[src/rtl/websocket_frame_fragmenter_macros.svh]
// ----------------------------------------------------------------------------
// websocket frame fragmenter assertion macros
// shared concurrent checks, clocked on clk and held off during rst
// ----------------------------------------------------------------------------
`ifndef WEBSOCKET_FRAME_FRAGMENTER_MACROS_SVH
`define WEBSOCKET_FRAME_FRAGMENTER_MACROS_SVH

// condition that must hold at every edge out of reset
`define WSFF_CHECK(label, expr, msg) \
  label: assert property (@(posedge clk) disable iff (rst) (expr)) else $error(msg);

// condition that must hold in the cycle after a trigger
`define WSFF_CHECK_NEXT(label, trig, expr, msg) \
  label: assert property (@(posedge clk) disable iff (rst) (trig) |=> (expr)) \
    else $error(msg);

`endif

[src/rtl/wsff_pkg.sv]
`timescale 1ns / 1ps
// ----------------------------------------------------------------------------
// wsff_pkg
// types, constants and header byte helpers for the frame fragmenter
// ----------------------------------------------------------------------------
package wsff_pkg;

  localparam int unsigned MaxResults = 15;
  localparam int unsigned CountW     = 4;
  localparam int unsigned LenW       = 31;
  localparam int unsigned AddrW      = 3;
  localparam int unsigned DataW      = 32;

  // register indexes (paddr[2])
  localparam logic RegMustMask = 1'b0;
  localparam logic RegMaxFrame = 1'b1;

  localparam logic            MustMaskReset = 1'b1;
  localparam logic [LenW-1:0] MaxFrameReset = LenW'(512 * 512 * 2);

  localparam logic [3:0] OpCont   = 4'h0;
  localparam logic [3:0] OpText   = 4'h1;
  localparam logic [3:0] OpBinary = 4'h2;
  localparam logic [7:0] OpMask   = 8'h0F;
  localparam logic [7:0] FinBit   = 8'h80;
  localparam logic [7:0] MaskBit  = 8'h80;

  localparam logic [6:0]      LenShortMax = 7'd125;
  localparam logic [6:0]      Len16Code   = 7'd126;
  localparam logic [6:0]      Len64Code   = 7'd127;
  localparam logic [LenW-1:0] Len16Max    = LenW'(32'h0000FFFF);

  localparam logic [CountW-1:0] Ext16Bytes = CountW'(2);
  localparam logic [CountW-1:0] Ext64Bytes = CountW'(8);
  localparam logic [CountW-1:0] KeyBytes   = CountW'(4);

  typedef struct packed {
    logic            must_mask;
    logic [LenW-1:0] max_frame_bytes;
  } cfg_t;

  typedef struct packed {
    logic [MaxResults-1:0][7:0] bytes;
    logic [CountW-1:0]          count;
    logic                       frame_end;
  } burst_t;

  function automatic logic [7:0] key_byte(logic [31:0] key, logic [1:0] sel);
    logic [7:0] b;
    case (sel)
      2'd0:    b = key[7:0];
      2'd1:    b = key[15:8];
      2'd2:    b = key[23:16];
      default: b = key[31:24];
    endcase
    return b;
  endfunction

  // extended length byte j, big-endian, for a 2 or 8 byte length field
  function automatic logic [7:0] ext_byte(logic [LenW-1:0] size, logic [CountW-1:0] ext_n,
                                          logic [CountW-1:0] j);
    logic [63:0] len64;
    logic [2:0]  pos;
    logic [7:0]  b;
    len64 = {33'b0, size};
    pos   = (ext_n == Ext16Bytes) ? 3'(j + CountW'(6)) : j[2:0];
    case (pos)
      3'd0:    b = len64[63:56];
      3'd1:    b = len64[55:48];
      3'd2:    b = len64[47:40];
      3'd3:    b = len64[39:32];
      3'd4:    b = len64[31:24];
      3'd5:    b = len64[23:16];
      3'd6:    b = len64[15:8];
      default: b = len64[7:0];
    endcase
    return b;
  endfunction

  function automatic logic [7:0] header_byte(logic [CountW-1:0] pos, logic [7:0] b0,
                                             logic [7:0] b1, logic [LenW-1:0] size,
                                             logic [CountW-1:0] ext_n, logic [31:0] key);
    logic [CountW-1:0] j;
    logic [CountW-1:0] k;
    logic [7:0]        b;
    j = pos - CountW'(2);
    k = j - ext_n;
    if (pos == CountW'(0)) begin
      b = b0;
    end else if (pos == CountW'(1)) begin
      b = b1;
    end else if (j < ext_n) begin
      b = ext_byte(size, ext_n, j);
    end else begin
      b = key_byte(key, k[1:0]);
    end
    return b;
  endfunction

endpackage

[src/rtl/wsff_if.sv]
`timescale 1ns / 1ps
// ----------------------------------------------------------------------------
// wsff_in_if / wsff_out_if
// valid/ready channels for message items and wire stream bytes
// ----------------------------------------------------------------------------
interface wsff_in_if;
  logic        valid;
  logic        ready;
  logic [7:0]  payload_byte;
  logic        message_start;
  logic [30:0] message_length;
  logic        is_binary;
  logic [31:0] mask_key;

  modport source (output valid, output payload_byte, output message_start,
                  output message_length, output is_binary, output mask_key,
                  input ready);
  modport sink   (input valid, input payload_byte, input message_start,
                  input message_length, input is_binary, input mask_key,
                  output ready);
endinterface

interface wsff_out_if;
  logic       valid;
  logic       ready;
  logic [7:0] out_byte;
  logic       frame_end;
  logic       last;

  modport source (output valid, output out_byte, output frame_end, output last,
                  input ready);
  modport sink   (input valid, input out_byte, input frame_end, input last,
                  output ready);
endinterface

[src/rtl/wsff_cfg.sv]
`timescale 1ns / 1ps
// ----------------------------------------------------------------------------
// wsff_cfg
// apb register file: mask enable and frame size limit
// ----------------------------------------------------------------------------
module wsff_cfg (
  input  logic                         clk,
  input  logic                         rst,
  input  logic                         psel,
  input  logic                         penable,
  input  logic                         pwrite,
  input  logic [wsff_pkg::AddrW-1:0]   paddr,
  input  logic [wsff_pkg::DataW-1:0]   pwdata,
  output logic [wsff_pkg::DataW-1:0]   prdata,
  output logic                         pready,
  output wsff_pkg::cfg_t               cfg
);

  logic                      must_mask;
  logic [wsff_pkg::LenW-1:0] max_frame_bytes;
  logic                      wr_en;

  assign pready = 1'b1;
  assign wr_en  = psel && penable && pwrite && pready;

  always_ff @(posedge clk) begin
    if (rst) begin
      must_mask       <= wsff_pkg::MustMaskReset;
      max_frame_bytes <= wsff_pkg::MaxFrameReset;
    end else if (wr_en) begin
      unique case (paddr[2])
        wsff_pkg::RegMustMask: must_mask       <= pwdata[0];
        wsff_pkg::RegMaxFrame: max_frame_bytes <= pwdata[wsff_pkg::LenW-1:0];
        default: ;
      endcase
    end
  end

  always_comb begin
    unique case (paddr[2])
      wsff_pkg::RegMustMask: prdata = {31'b0, must_mask};
      wsff_pkg::RegMaxFrame: prdata = {1'b0, max_frame_bytes};
      default:               prdata = '0;
    endcase
  end

  assign cfg.must_mask       = must_mask;
  assign cfg.max_frame_bytes = max_frame_bytes;

endmodule

[src/rtl/wsff_encoder.sv]
`timescale 1ns / 1ps
// ----------------------------------------------------------------------------
// wsff_encoder
// message/frame state and single-pass build of each request's byte burst
// ----------------------------------------------------------------------------
`include "websocket_frame_fragmenter_macros.svh"

module wsff_encoder (
  input  logic              clk,
  input  logic              rst,
  input  wsff_pkg::cfg_t    cfg,
  wsff_in_if.sink           message,
  input  logic              space,
  output logic              load,
  output wsff_pkg::burst_t  burst_next
);

  localparam int unsigned LenW   = wsff_pkg::LenW;
  localparam int unsigned CountW = wsff_pkg::CountW;

  logic [LenW-1:0] message_bytes_left;
  logic [LenW-1:0] frame_bytes_left;
  logic [1:0]      key_byte_index;
  logic [31:0]     frame_key;
  logic            first_frame_pending;
  logic            message_is_binary;

  logic [LenW-1:0] message_bytes_left_next;
  logic [LenW-1:0] frame_bytes_left_next;
  logic [1:0]      key_byte_index_next;
  logic [31:0]     frame_key_next;
  logic            first_frame_pending_next;
  logic            message_is_binary_next;

  logic              start, push, produce, new_frame, fin, has_payload, mask_on;
  logic [LenW-1:0]   mbl_e, fbl_e, fbl_h, limit, size;
  logic              ffp_e;
  logic [1:0]        kbi_e, kbi_h;
  logic [31:0]       key_e;
  logic [3:0]        opcode;
  logic [6:0]        len_code;
  logic [7:0]        b0, b1, pay;
  logic [CountW-1:0] ext_n, key_n, hdr_n;

  assign message.ready = space;
  assign push          = message.valid && message.ready;
  assign start         = message.message_start;
  assign produce       = start || (message_bytes_left != '0);
  assign load          = push && produce;

  always_comb begin
    // a start restarts the message whatever was in flight
    mbl_e     = start ? message.message_length : message_bytes_left;
    fbl_e     = start ? '0 : frame_bytes_left;
    ffp_e     = start ? 1'b1 : first_frame_pending;
    kbi_e     = start ? 2'd0 : key_byte_index;
    new_frame = (fbl_e == '0);

    limit = (cfg.max_frame_bytes == '0) ? LenW'(1) : cfg.max_frame_bytes;
    size  = (mbl_e < limit) ? mbl_e : limit;
    fin   = (mbl_e <= limit);

    key_e   = new_frame ? (cfg.must_mask ? message.mask_key : 32'h0) : frame_key;
    mask_on = (key_e != 32'h0);

    if (!ffp_e) begin
      opcode = wsff_pkg::OpCont;
    end else if (start ? message.is_binary : message_is_binary) begin
      opcode = wsff_pkg::OpBinary;
    end else begin
      opcode = wsff_pkg::OpText;
    end
    b0 = ({4'b0, opcode} & wsff_pkg::OpMask) | (fin ? wsff_pkg::FinBit : 8'h00);

    if (size <= LenW'(wsff_pkg::LenShortMax)) begin
      len_code = size[6:0];
      ext_n    = '0;
    end else if (size <= wsff_pkg::Len16Max) begin
      len_code = wsff_pkg::Len16Code;
      ext_n    = wsff_pkg::Ext16Bytes;
    end else begin
      len_code = wsff_pkg::Len64Code;
      ext_n    = wsff_pkg::Ext64Bytes;
    end
    b1    = (mask_on ? wsff_pkg::MaskBit : 8'h00) | {1'b0, len_code};
    key_n = mask_on ? wsff_pkg::KeyBytes : '0;
    hdr_n = new_frame ? (CountW'(2) + ext_n + key_n) : '0;

    fbl_h       = new_frame ? size : fbl_e;
    kbi_h       = new_frame ? 2'd0 : kbi_e;
    has_payload = (fbl_h != '0);
    pay         = message.payload_byte ^ wsff_pkg::key_byte(key_e, kbi_h);

    for (int i = 0; i < wsff_pkg::MaxResults; i++) begin
      if (CountW'(i) < hdr_n) begin
        burst_next.bytes[i] = wsff_pkg::header_byte(CountW'(i), b0, b1, size, ext_n, key_e);
      end else begin
        burst_next.bytes[i] = pay;
      end
    end
    burst_next.count     = produce ? (hdr_n + CountW'(has_payload)) : '0;
    // an empty frame ends on its last header byte
    burst_next.frame_end = has_payload ? (fbl_h == LenW'(1)) : 1'b1;

    frame_bytes_left_next    = has_payload ? (fbl_h - LenW'(1)) : fbl_h;
    message_bytes_left_next  = has_payload ? (mbl_e - LenW'(1)) : mbl_e;
    key_byte_index_next      = has_payload ? (kbi_h + 2'd1) : kbi_h;
    frame_key_next           = key_e;
    first_frame_pending_next = new_frame ? 1'b0 : ffp_e;
    message_is_binary_next   = start ? message.is_binary : message_is_binary;
  end

  always_ff @(posedge clk) begin
    if (rst) begin
      message_bytes_left  <= '0;
      frame_bytes_left    <= '0;
      key_byte_index      <= 2'd0;
      frame_key           <= '0;
      first_frame_pending <= 1'b1;
      message_is_binary   <= 1'b0;
    end else if (load) begin
      message_bytes_left  <= message_bytes_left_next;
      frame_bytes_left    <= frame_bytes_left_next;
      key_byte_index      <= key_byte_index_next;
      frame_key           <= frame_key_next;
      first_frame_pending <= first_frame_pending_next;
      message_is_binary   <= message_is_binary_next;
    end
  end

  `WSFF_CHECK(a_frame_within_message, frame_bytes_left <= message_bytes_left, "frame count exceeds message count")
  `WSFF_CHECK_NEXT(a_first_frame_done, load, !first_frame_pending, "first frame still pending after a request")
  `WSFF_CHECK_NEXT(a_empty_message, load && start && (message.message_length == '0), (message_bytes_left == '0) && (frame_bytes_left == '0), "empty message left bytes behind")

endmodule

[src/rtl/wsff_serializer.sv]
`timescale 1ns / 1ps
// ----------------------------------------------------------------------------
// wsff_serializer
// burst register and one-byte output register onto the wire stream
// ----------------------------------------------------------------------------
`include "websocket_frame_fragmenter_macros.svh"

module wsff_serializer (
  input  logic              clk,
  input  logic              rst,
  input  logic              load,
  input  wsff_pkg::burst_t  burst_next,
  output logic              space,
  wsff_out_if.source        stream
);

  localparam int unsigned CountW = wsff_pkg::CountW;

  wsff_pkg::burst_t  burst;
  logic              burst_valid;
  logic [CountW-1:0] byte_idx;

  logic       out_valid;
  logic [7:0] out_byte;
  logic       frame_end;
  logic       last;

  logic oload, advance, blast;

  assign oload   = !out_valid || stream.ready;
  assign advance = burst_valid && oload;
  assign blast   = (byte_idx == (burst.count - CountW'(1)));
  // next request may enter as the final byte of this burst moves out
  assign space   = !burst_valid || (blast && oload);

  always_ff @(posedge clk) begin
    if (rst) begin
      burst_valid <= 1'b0;
      byte_idx    <= '0;
    end else if (load && (burst_next.count != '0)) begin
      burst_valid <= 1'b1;
      byte_idx    <= '0;
    end else if (advance && blast) begin
      burst_valid <= 1'b0;
    end else if (advance) begin
      byte_idx <= byte_idx + CountW'(1);
    end
  end

  always_ff @(posedge clk) begin
    if (load) begin
      burst <= burst_next;
    end
  end

  always_ff @(posedge clk) begin
    if (rst) begin
      out_valid <= 1'b0;
    end else if (oload) begin
      out_valid <= burst_valid;
    end
  end

  always_ff @(posedge clk) begin
    if (oload) begin
      out_byte  <= burst.bytes[byte_idx];
      frame_end <= blast && burst.frame_end;
      last      <= blast;
    end
  end

  assign stream.valid     = out_valid;
  assign stream.out_byte  = out_byte;
  assign stream.frame_end = frame_end;
  assign stream.last      = last;

  `WSFF_CHECK(a_count_range, !burst_valid || ((burst.count != '0) && (burst.count <= CountW'(wsff_pkg::MaxResults))), "burst count out of range")
  `WSFF_CHECK(a_index_in_burst, !burst_valid || (byte_idx < burst.count), "byte index past burst end")
  `WSFF_CHECK_NEXT(a_last_marks_end, advance && blast && burst.frame_end, stream.valid && stream.frame_end && stream.last, "frame end lost on final byte")

endmodule

[src/rtl/websocket_frame_fragmenter.sv]
`timescale 1ns / 1ps
// ----------------------------------------------------------------------------
// websocket_frame_fragmenter
// rfc 6455 frame encoder that splits messages into size-limited frames
// ----------------------------------------------------------------------------
// Takes one payload byte per request on message and sends the wire bytes on
// stream, one byte per cycle while stream.ready holds. A request that opens
// a frame produces its header (2 to 14 bytes: opcode, length code, 16 or 64
// bit length, masking key) and then its masked payload byte, if it has one.
// A burst register holds a request's bytes while the one-byte output register
// sends them, and the next request is taken as the last byte leaves, so a
// new request waits until the previous one is through. Length and type are
// read from the first request of a message, the key from the request that
// opens a frame. Registers on the apb port: must_mask at 0x0, max_frame_bytes
// at 0x4; write them only while the block is idle.
module websocket_frame_fragmenter (
  input  logic                        clk,
  input  logic                        rst,
  input  logic                        psel,
  input  logic                        penable,
  input  logic                        pwrite,
  input  logic [wsff_pkg::AddrW-1:0]  paddr,
  input  logic [wsff_pkg::DataW-1:0]  pwdata,
  output logic [wsff_pkg::DataW-1:0]  prdata,
  output logic                        pready,
  wsff_in_if.sink                     message,
  wsff_out_if.source                  stream
);

  wsff_pkg::cfg_t   cfg;
  wsff_pkg::burst_t burst_next;
  logic             load;
  logic             space;

  wsff_cfg u_cfg (
    .clk     (clk),
    .rst     (rst),
    .psel    (psel),
    .penable (penable),
    .pwrite  (pwrite),
    .paddr   (paddr),
    .pwdata  (pwdata),
    .prdata  (prdata),
    .pready  (pready),
    .cfg     (cfg)
  );

  wsff_encoder u_encoder (
    .clk        (clk),
    .rst        (rst),
    .cfg        (cfg),
    .message    (message),
    .space      (space),
    .load       (load),
    .burst_next (burst_next)
  );

  wsff_serializer u_serializer (
    .clk        (clk),
    .rst        (rst),
    .load       (load),
    .burst_next (burst_next),
    .space      (space),
    .stream     (stream)
  );

endmodule
[src/flat_wrapper.sv]
// flat-port wrapper written by rule: the top's interface ports become plain ports
module websocket_frame_fragmenter_flat 
  (clk, rst, psel, penable, pwrite, paddr, pwdata, prdata, pready, message_valid, message_payload_byte, message_message_start, message_message_length, message_is_binary, message_mask_key, message_ready, stream_valid, stream_out_byte, stream_frame_end, stream_last, stream_ready);
  wsff_in_if message_i ();
  wsff_out_if stream_i ();
  input  logic clk;
  input  logic rst;
  input  logic psel;
  input  logic penable;
  input  logic pwrite;
  input  logic [wsff_pkg::AddrW-1:0] paddr;
  input  logic [wsff_pkg::DataW-1:0] pwdata;
  output logic [wsff_pkg::DataW-1:0] prdata;
  output logic pready;
  input wire logic [$bits(message_i.valid)-1:0] message_valid;
  input wire logic [$bits(message_i.payload_byte)-1:0] message_payload_byte;
  input wire logic [$bits(message_i.message_start)-1:0] message_message_start;
  input wire logic [$bits(message_i.message_length)-1:0] message_message_length;
  input wire logic [$bits(message_i.is_binary)-1:0] message_is_binary;
  input wire logic [$bits(message_i.mask_key)-1:0] message_mask_key;
  output wire logic [$bits(message_i.ready)-1:0] message_ready;
  output wire logic [$bits(stream_i.valid)-1:0] stream_valid;
  output wire logic [$bits(stream_i.out_byte)-1:0] stream_out_byte;
  output wire logic [$bits(stream_i.frame_end)-1:0] stream_frame_end;
  output wire logic [$bits(stream_i.last)-1:0] stream_last;
  input wire logic [$bits(stream_i.ready)-1:0] stream_ready;
  assign message_i.valid = message_valid;
  assign message_i.payload_byte = message_payload_byte;
  assign message_i.message_start = message_message_start;
  assign message_i.message_length = message_message_length;
  assign message_i.is_binary = message_is_binary;
  assign message_i.mask_key = message_mask_key;
  assign message_ready = message_i.ready;
  assign stream_valid = stream_i.valid;
  assign stream_out_byte = stream_i.out_byte;
  assign stream_frame_end = stream_i.frame_end;
  assign stream_last = stream_i.last;
  assign stream_i.ready = stream_ready;
  websocket_frame_fragmenter u_core (.clk(clk), .rst(rst), .psel(psel), .penable(penable), .pwrite(pwrite), .paddr(paddr), .pwdata(pwdata), .prdata(prdata), .pready(pready), .message(message_i), .stream(stream_i));
endmodule
[config.mk]
export PLATFORM = sky130hd
export DESIGN_NAME = websocket_frame_fragmenter_flat
export DESIGN_NICKNAME = d
export VERILOG_FILES = /design/src/rtl/wsff_pkg.sv /design/src/rtl/wsff_if.sv /design/src/rtl/wsff_cfg.sv /design/src/rtl/wsff_encoder.sv /design/src/rtl/wsff_serializer.sv /design/src/rtl/websocket_frame_fragmenter.sv /design/src/flat_wrapper.sv
export VERILOG_INCLUDE_DIRS = /design/src /design/src/rtl
export SDC_FILE = /design/constraint.sdc
export NUM_CORES = 1
export LEC_CHECK = 0
export ABC_AREA = 1
export BUFFER_PORTS_ARGS = -buffer_cell sky130_fd_sc_hd__buf_2
export CORE_MARGIN = 2
export CORE_UTILIZATION = 40
export DETAILED_ROUTE_END_ITERATION = 6
export PLACE_DENSITY = 0.68
export SYNTH_ARGS = -nofsm -noshare
export SYNTH_HDL_FRONTEND = slang
export SYNTH_SLANG_ARGS = --single-unit
[constraint.sdc]
create_clock -name clk -period 7.8 [get_ports clk]
set_clock_uncertainty 0.15 [all_clocks]
set_input_delay 0.39 -clock clk [delete_from_list [all_inputs] [get_ports clk]]
set_output_delay 0.39 -clock clk [all_outputs]
set_load 0.05 [all_outputs]
Word level (Yosys, flattened, before mapping)
Index checks and enable logic that the tools add are counted.

Register bits after elaboration: 271. Output and inout port bits: 45. Logic and storage cells: 313.

Add/sub/neg operators: 21. $lt $le $gt $ge: 33. Eq/ne operators: 79. Mux-type cells: 89. Bitwise operators: 5. Reductions and logical operators: 55.

Operators by type and width (number): $pmux 8 s3 (14); $pmux 8 s4 (8); $mux 8 (31); $mux 31 (7); $mux 32 (2); $pmux 32 s2 (1); $logic_not 31->1 (2); $reduce_bool 31->1 (2); $sub 31x1->31 const B (2); $eq 3x3->1 const B (18); $lt 4x4->1 const A (12); $eq 2x2->1 const B (18); $eq 3x2->1 const B (12); $bmux 8 s4 (1); $eq 2x1->1 const B (16); $lt 3x4->1 const A (8); $reduce_bool 32->1 (1); $reduce_or 4->1 (8); $eq 31x1->1 const B (1); $le 31x16->1 const B (1); $le 31x31->1 (1); $le 31x7->1 const B (1); $lt 31x31->1 (1); $logic_not 2->1 (14); 32 further kinds (100).

Logic depth before layout (Yosys ltp)
Gate-level depths: netlist of the first run.

Depth after elaboration: 15. Mapped depth: 38. Depth with buffers taken out: 35.

Cells and area by module
From an unflattened synthesis of the first run, not the netlist that was laid out.

Cell total of the unflattened synthesis: 2964. Area total of the unflattened synthesis: 19188.4 sq um.

By module, submodules not included: wsff_encoder (instances 1, cells each 2272, area each 11959.0 sq um, seq. area each 1961.9 sq um); wsff_serializer (instances 1, cells each 413, area each 5536.6 sq um, seq. area each 4174.0 sq um); wsff_cfg (instances 1, cells each 279, area each 1692.9 sq um, seq. area each 640.6 sq um).

Worst setup path after synthesis of the first run
Ideal clock, no wire load.

Path type: register to register. From: register u_core.u_serializer.burst[1] in the netlist's numbering. To: register u_core.u_serializer.burst[0] in the netlist's numbering, enable pin. Setup time: 0.538 ns. Data arrival time: 6.394 ns. Required time: 7.112 ns. Path slack: 0.718 ns. Cell stages (with the launch flop): 12. Path buffers: 2. Clock period less this slack: 7.082 ns. Path through: edfxtp_1 > inv_1 > ha_1 > xnor2_1 > xor2_1 > nor3_1 > inv_1 > o21ai_1 > nand2_1 > inv_2 > clkbuf_1 > clkbuf_1.

Cells in the longest elaborated chain, start to end: 6.

RTL lines: from (decl) (RTL line wsff_serializer.sv:19) `wsff_pkg::burst_t burst;`; from (signal assigned) (RTL line wsff_serializer.sv:52) `burst <= burst_next;`; $sub 4x1->4 (RTL line wsff_serializer.sv:32) `assign blast = (byte_idx == (burst.count - CountW'(1)));`; $eq 4x4->1 (RTL line wsff_serializer.sv:32); named net u_core.u_serializer.blast (RTL line wsff_serializer.sv:28) `logic oload, advance, blast;`; $logic_and 1x1->1 (RTL line wsff_serializer.sv:34) `assign space = !burst_valid || (blast && oload);`; $logic_or 1x1->1 (RTL line wsff_serializer.sv:34); named net message_ready (RTL line flat_wrapper.sv:21) `output wire logic [$bits(message_i.ready)-1:0] message_ready;`; $logic_and 1x1->1 (RTL line wsff_encoder.sv:46) `assign push = message.valid && message.ready;`; $logic_and 1x1->1 (RTL line wsff_encoder.sv:49) `assign load = push && produce;`; named net u_core.load (RTL line websocket_frame_fragmenter.sv:32) `logic load;`.

The timed path passes the listed nets, and every way through them passes these cells. A chain may end at the register's enable or synchronous reset.

==> results.py, run 1 <==
metrics = {
    "run_status": {
        "status": "completed",
    },
    "cells_and_area": {
        "final_nets": 2991,
        "final_area_mm2": 0.02072,
        "area_growth_pct": 12.53,
        "final_cells": 3457,
        "multi_input_area_mm2": 0.009743,
        "seqCellArea_mm2": 0.006777,
        "n_fill_cell": 4600,
        "drive_gt1_share_pct": 11.06,
    },
    "cts": {
        "clk_pin_slew_worst_paths_ps": 60,
        "numCtsBuffers": 34,
        "cts_root_buf": "clkbuf_16",
        "post_cts_buffers": 0,
        "htree_levels": 2,
        "cts.sinks": 271,
        "clk_latency_ps": 560,
        "cts.path.max_buffers": 3,
        "cts_tree": "yes",
    },
    "pwr": {
        "switching_power_mw": 2.403,
        "cellPowerDensity_mw_per_mm2": 281.9,
        "comb_power_share_pct": 39.2,
        "p_leak_nw": 9.786,
        "p_int_mw": 3.438,
        "netSwitchingFraction_pct": 41.14,
        "clkPwrFrac_pct": 26.9,
        "seqPwrFrac_pct": 33.9,
        "vdd_drop_max_uv": 216.5,
    },
    "placed_design": {
        "portBuffers": 154,
        "dp.cells": 3377,
        "dpl.hpwl_um": 49230,
        "gp_congestion": 1.009,
        "place_area_mm2": 0.01943,
    },
    "sta": {
        "fin_tns_setup_ps": 0,
        "hold_violations": 0,
        "max_slew_margin_pct": 24.59,
        "fmax_ghz": 0.1556,
        "setup_viol": 0,
        "period_needed_ps": 6425,
        "worst_pin_slew_ps": 1131,
        "post-route-period-util_pct": 82.37,
        "drv_slew": 0,
        "rsz0062_at_grt": "no",
    },
    "yosys": {
        "synth_warnings": 0,
        "synthTopCellsByCount": "796 x nand2_1, 293 x inv_1, 263 x nor2_1, 262 x o21ai_0, 240 x nand3_1",
        "ys.flop_type": "dfxtp_1",
        "post-synth-top-count-cell": "nand2_1",
        "synth_top_area_share_pct": 22.01,
        "synth_edf_count": 135,
        "synth_area_leaders": "edfxtp_1 22%, nand2_1 16%, dfxtp_1 15%",
        "ys_types": 50,
        "synthCells": 2740,
        "ys_ff_latch": 271,
        "async_reset_ff_share_pct": 0,
        "syn_area_mm2": 0.01842,
        "yosysSeqAreaShare_pct": 36.80,
        "synth.net_count": 2896,
        "synth_top_area_cell": "edfxtp_1",
        "avgSynthCellArea_um2": 6.721,
    },
    "setup_path": {
        "rr_startpoint": "u_core.u_cfg.max_frame_bytes[16]",
        "cp_top_family": "simple AND/OR/NAND/NOR gates",
        "start_kind": "input pin",
        "r2r_slack_ps": 1650,
        "endpoint_kind": "register",
        "rr_worst_depth": 29,
        "slowest_stage": "o21ai_1",
        "cp_common_cell": "nand2_1",
        "cp_data_arrival_time_ps": 6580,
        "slowest_delay_ps": 810,
        "critPathMaxFanout": 56,
        "r2r_end": "u_core.u_serializer.burst[102]",
        "path_class": "input pin to register",
        "path_buf_inv": 7,
        "cp.required_ps": 7960,
    },
    "grt": {
        "overflow": 0,
        "grt_pass1_wl_um": 102500,
        "grt_usage_pct": 27.95,
        "grt_max_degree": 166,
        "antenna_found_initial": 1,
        "first_global_vias": 17870,
    },
    "route": {
        "viasPerCell": 5.572,
        "wl_um": 67490,
        "drtPass1Iterations": 5,
        "drt_iter0_drc": 2046,
        "wl_per_cell_um": 19.52,
        "antenna_left": 0,
        "drc_errors": 0,
        "dr_total_vias": 19260,
    },
    "hold_path": {
        "hp-class": "input pin to register",
        "min_from": "pwdata[5]",
        "holdPathStages": 3,
        "min_to": "u_core.u_cfg.max_frame_bytes[5]",
    },
    "floorplanning": {
        "die_x_um": 218.6,
        "rows": 78,
        "coreArea_mm2": 0.04538,
        "start_util_pct": 40.58,
        "die_h_um": 218.6,
        "ios": 160,
        "die-area_mm2": 0.04777,
    },
    "flow_run": {
        "cap_viol_max_count": 0,
    },
}
[placed cells by master (no fill, tap or decap), types with 9 or more instances in the layout]
cell / netlist / final
buf_4: 11 / 24
nand3b_1: 17 / 17
inv_1: 293 / 291
o21ai_2: 9 / 9
dlygate4sd3_1: 0 / 22
dfxtp_1: 136 / 136
nand4_1: 35 / 35
ha_1: 41 / 41
nor3_1: 16 / 16
clkbuf_16: 0 / 34
o21ai_1: 27 / 27
a21oi_1: 105 / 105
buf_2: 31 / 154
a221oi_1: 17 / 17
o211ai_1: 9 / 9
o21ai_0: 262 / 262
or2_2: 16 / 16
inv_2: 23 / 23
clkbuf_1: 75 / 11
xor2_1: 37 / 37
nor4_1: 19 / 19
nand3_1: 240 / 240
nand2_2: 16 / 17
edfxtp_1: 135 / 135
nand2_1: 796 / 795
nor2_1: 263 / 262
[sequential cells by signal, summed over array words and instances, names as in the netlist, 2 cells and up]
signal,cells
u_core.u_encoder.key_byte_index,2
u_core.u_encoder.frame_key,32
u_core.u_serializer.byte_idx,4
u_core.u_serializer.burst,125
u_core.u_encoder.frame_bytes_left,31
u_core.u_serializer.stream.out_byte,8
u_core.u_encoder.message_bytes_left,31
u_core.u_cfg.max_frame_bytes,31
[how the worst max path moves through the flow]
stage                                       startpoint                              to  slack (ps)  cells after the start
after global routing             message_message_start   u_core.u_serializer.burst[87]        1170                     29
after floorplan           u_core.u_serializer.burst[1]    u_core.u_serializer.burst[0]         720                     11
after detailed placement         message_message_start  u_core.u_serializer.burst[102]        1100                     30
after global placement           message_message_start   u_core.u_serializer.burst[87]        1110                     29
after CTS                        message_message_start  u_core.u_serializer.burst[102]        1650                     28
final                            message_message_start  u_core.u_serializer.burst[102]        1370                     28
[power by group through the flow]
stage               Sequential [mW]  Clock, mW  Combinational, mW
finish                         1.98       1.57               2.29
global route                   2.00       1.65               2.52
CTS                            1.97       1.58               2.24
detailed placement             2.00          0               2.23
global placement               1.99          0               2.19
floorplan                      2.06          0               1.53
[layout make-up]
class                      instances  share of cell area, %
tap                              600                  3.623
clock buffer                      47                  4.438
sequential                       271                  32.70
inverter                         316                  5.760
antenna                            1                0.01208
multi-input combinational       2011                  47.01
timing repair buffer             201                  5.748
clock inverter                    10                 0.7064
[routing by layer]
metal  vias to the layer above  share of wire [%]  GRT usage, %
li1                       9147                  -             -
met1                      8923                 41         37.07
met2                      1036                 45         45.40
met3                       158                9.2         4.050
met4                         0                4.1         11.79
met5                         -                  0             0
[metrics by stage]
| step | utilization [%] | hold WS (ps) | power, mW | worst slack (ps) |
|---|---|---|---|---|
| 2_1_floorplan | - | 274.5 | 3.587 | 718.0 |
| 3_3_place_gp | 42.83 | 284.8 | 4.185 | 1106 |
| 3_5_place_dp | 42.83 | 290.3 | 4.228 | 1102 |
| 4_1_cts | 45.66 | 2.867 | 5.801 | 1645 |
| 5_1_grt | 45.66 | 40.28 | 6.169 | 1167 |
| 6_report | 45.67 | 5.127 | 5.841 | 1375 |
[logic make-up after synthesis]
family,after synthesis,share of synthesized area (%)
other,2,0.04078
DFF,271,36.80
and+or+nand+nor,1453,33.56
muxes,5,0.2718
AOI/OAI and AO/OA,463,13.68
xor gates and xnor gates,47,2.480
buffers and inverters,458,10.38
adders and majority gates,41,2.786
[tightest hold or removal path, cell delays in order]
cell	delay, ps
buf_2	80
o21ai_0	80
a21oi_1	110
[what timing repair did]
item / 4_1_cts / 5_1_grt
hold buffers: 22 / 0
endpoints found under the hold margin: 22 / 0
resized for setup: 0 / 0
Note: power is estimated with default switching activity, not from simulation.
==> run 2, diff against run 1 <==
- clock period: 7.8 -> 6.39 ns (I/O delays scaled with it)
==> run 2 against run 1 <==
Compared with the run above:
- the run now ends with DRC, hold timing left
- flip-flop and latch count is the same
- routed wire length rose by 1.2%
- cell area increased by 1.1%
- first-iteration DRC count decreased by 1.1%
- clock-buffer cell count decreased by 1
- critical path type unchanged
- critical path depth increased by 2
- total power grew 22%
==> results.py, run 2 (same netlist as run 1, synthesis figures left out) <==
metrics = {
    "run_status": {
        "status": "complete, but fails checks",
        "violations": "DRC, hold timing",
    },
    "cells_and_area": {
        "final_area_mm2": 0.02096,
        "final_cells": 3481,
        "top_regs": "u_core.u_serializer.burst (125), u_core.u_encoder.frame_key (32)",
        "final_cell_mix": "794 x nand2_1, 292 x inv_1, 262 x nor2_1, 262 x o21ai_0, 240 x nand3_1",
        "drive_gt1_share_pct": 11.42,
        "final_core_util_pct": 46.18,
        "layout_commonest_cell": "nand2_1",
        "regMostFlops": "u_core.u_serializer.burst",
        "largest_reg_flops": 125,
        "area_growth_pct": 13.81,
        "final_nets": 3010,
    },
    "sta": {
        "worst_slack_ps": 630.6,
        "hold_violations": 1,
        "max_slew_margin_pct": 24.70,
        "fmax_ghz": 0.1736,
        "rsz0062_at_grt": "no",
        "fin_tns_setup_ps": 0,
        "hold_slack_ps": -3.119,
        "post-route-period-util_pct": 90.13,
        "worst_pin_slew_ps": 1130,
        "setup_viol": 0,
        "period_needed_ps": 5759,
        "drv_slew": 0,
    },
    "hold_path": {
        "hp-class": "input pin to register",
    },
    "placed_design": {
        "portBuffers": 154,
        "place_ws_ps": 120.3,
        "place_area_mm2": 0.01955,
        "dpl.hpwl_um": 50810,
        "dp.cells": 3386,
        "gp_congestion": 0.9926,
    },
    "floorplanning": {
        "die_x_um": 218.6,
        "ios": 160,
        "die-area_mm2": 0.04777,
        "coreArea_mm2": 0.04538,
        "rows": 78,
        "die_h_um": 218.6,
        "start_util_pct": 40.58,
    },
    "grt": {
        "first_global_vias": 18100,
        "antenna_found_initial": 2,
        "grt_usage_pct": 28.62,
        "grt_pass1_wl_um": 104500,
        "overflow": 0,
        "grt_max_degree": 127,
    },
    "setup_path": {
        "cp.required_ps": 6730,
        "slowest_delay_ps": 680,
        "cp_data_arrival_time_ps": 6100,
        "endpoint_kind": "register",
        "path_class": "input pin to register",
        "critPathMaxFanout": 37,
        "slowest_stage": "inv_2",
        "start_kind": "input pin",
        "cp_common_cell": "nand2_1",
    },
    "cts": {
        "htree_levels": 2,
        "cts_root_buf": "clkbuf_16",
        "cts.path.max_buffers": 3,
        "clk_pin_slew_worst_paths_ps": 50,
        "cts_tree": "yes",
        "cts.sinks": 271,
        "clk_latency_ps": 560,
        "numCtsBuffers": 34,
    },
    "route": {
        "top_layer": "met4",
        "met1_length_um": 28680,
        "viasPerCell": 5.518,
        "met2_length_um": 31340,
        "drc_errors": 2,
        "wl_um": 68310,
        "drtPass1Iterations": 7,
        "wl_per_cell_um": 19.62,
        "dr_total_vias": 19210,
        "antenna_left": 0,
        "dr_wl_met3_um": 5301,
        "drt_iter0_drc": 2024,
    },
    "pwr": {
        "cellPowerDensity_mw_per_mm2": 340.8,
        "finalPower_mw": 7.142,
        "p_leak_nw": 9.886,
        "vdd_drop_max_uv": 171.0,
    },
    "flow_run": {
        "cap_viol_max_count": 0,
    },
}
-- run 2: cell types whose count changed in the layout (fill, tap and decap cells not counted), moves of 2 or more --
cell | previous run | this run
clkinv_2 | 2 | 5
buf_12 | 1 | 5
clkinvlp_4 | 0 | 2
inv_6 | 3 | 0
buf_4 | 24 | 29
clkbuf_8 | 2 | 0
dlygate4sd3_1 | 22 | 32
-- run 2: where the power goes --
group	leakage (nW)	switching, mW	total, mW	internal, mW
combinational	6.93	2.03	2.82	0.790
sequential	2.43	0.124	2.42	2.29
clock	0.521	0.801	1.90	1.10
total	9.89	2.96	7.14	4.18
-- run 2: timing repair --
| action | in CTS | in global routing |
|---|---|---|
| endpoints found under the setup margin | 0 | 1 |
| gates resized for setup | 0 | 1 |
| hold buffers | 32 | 0 |
| setup buffers | 0 | 0 |
| endpoints found under the hold margin | 31 | 0 |
-- run 2: final timing paths --
check / depth (start not counted) / from / endpoint / slack (ps)
max: 30 / message_message_start / u_core.u_encoder.message_bytes_left[28] / 630
max reg2reg: 30 / u_core.u_cfg.max_frame_bytes[16] / u_core.u_encoder.message_bytes_left[28] / 670
min reg2reg: 2 / u_core.u_encoder.frame_key[23] / u_core.u_encoder.frame_key[23] / 300
min: 4 / stream_ready / u_core.u_serializer.stream.valid / -3
-- run 2: worst max-delay path: cells and delay by family --
family	cells	cell delay (ps)
and+or+nand+nor	18	3160
buffers and inverters	9	1840
adders and majority gates	2	630
AOI/OAI and AO/OA	1	110
-- run 2: final cells by class --
cell class / count / area [um2]
antenna: 1 / 2.502
multi-input combinational: 2011 / 9746
sequential: 271 / 6777
fill: 4697 / 24420
clock buffer: 46 / 917.1
clock inverter: 16 / 163.9
tap: 600 / 750.7
timing repair buffer: 220 / 1409
inverter: 316 / 1194
-- run 2: metal layers --
layer / track usage (%) / vias up
li1: - / 9187
met1: 36.81 / 9025
met2: 46.41 / 827
met3: 5.651 / 170
met4: 12.77 / 0
met5: 0 / -
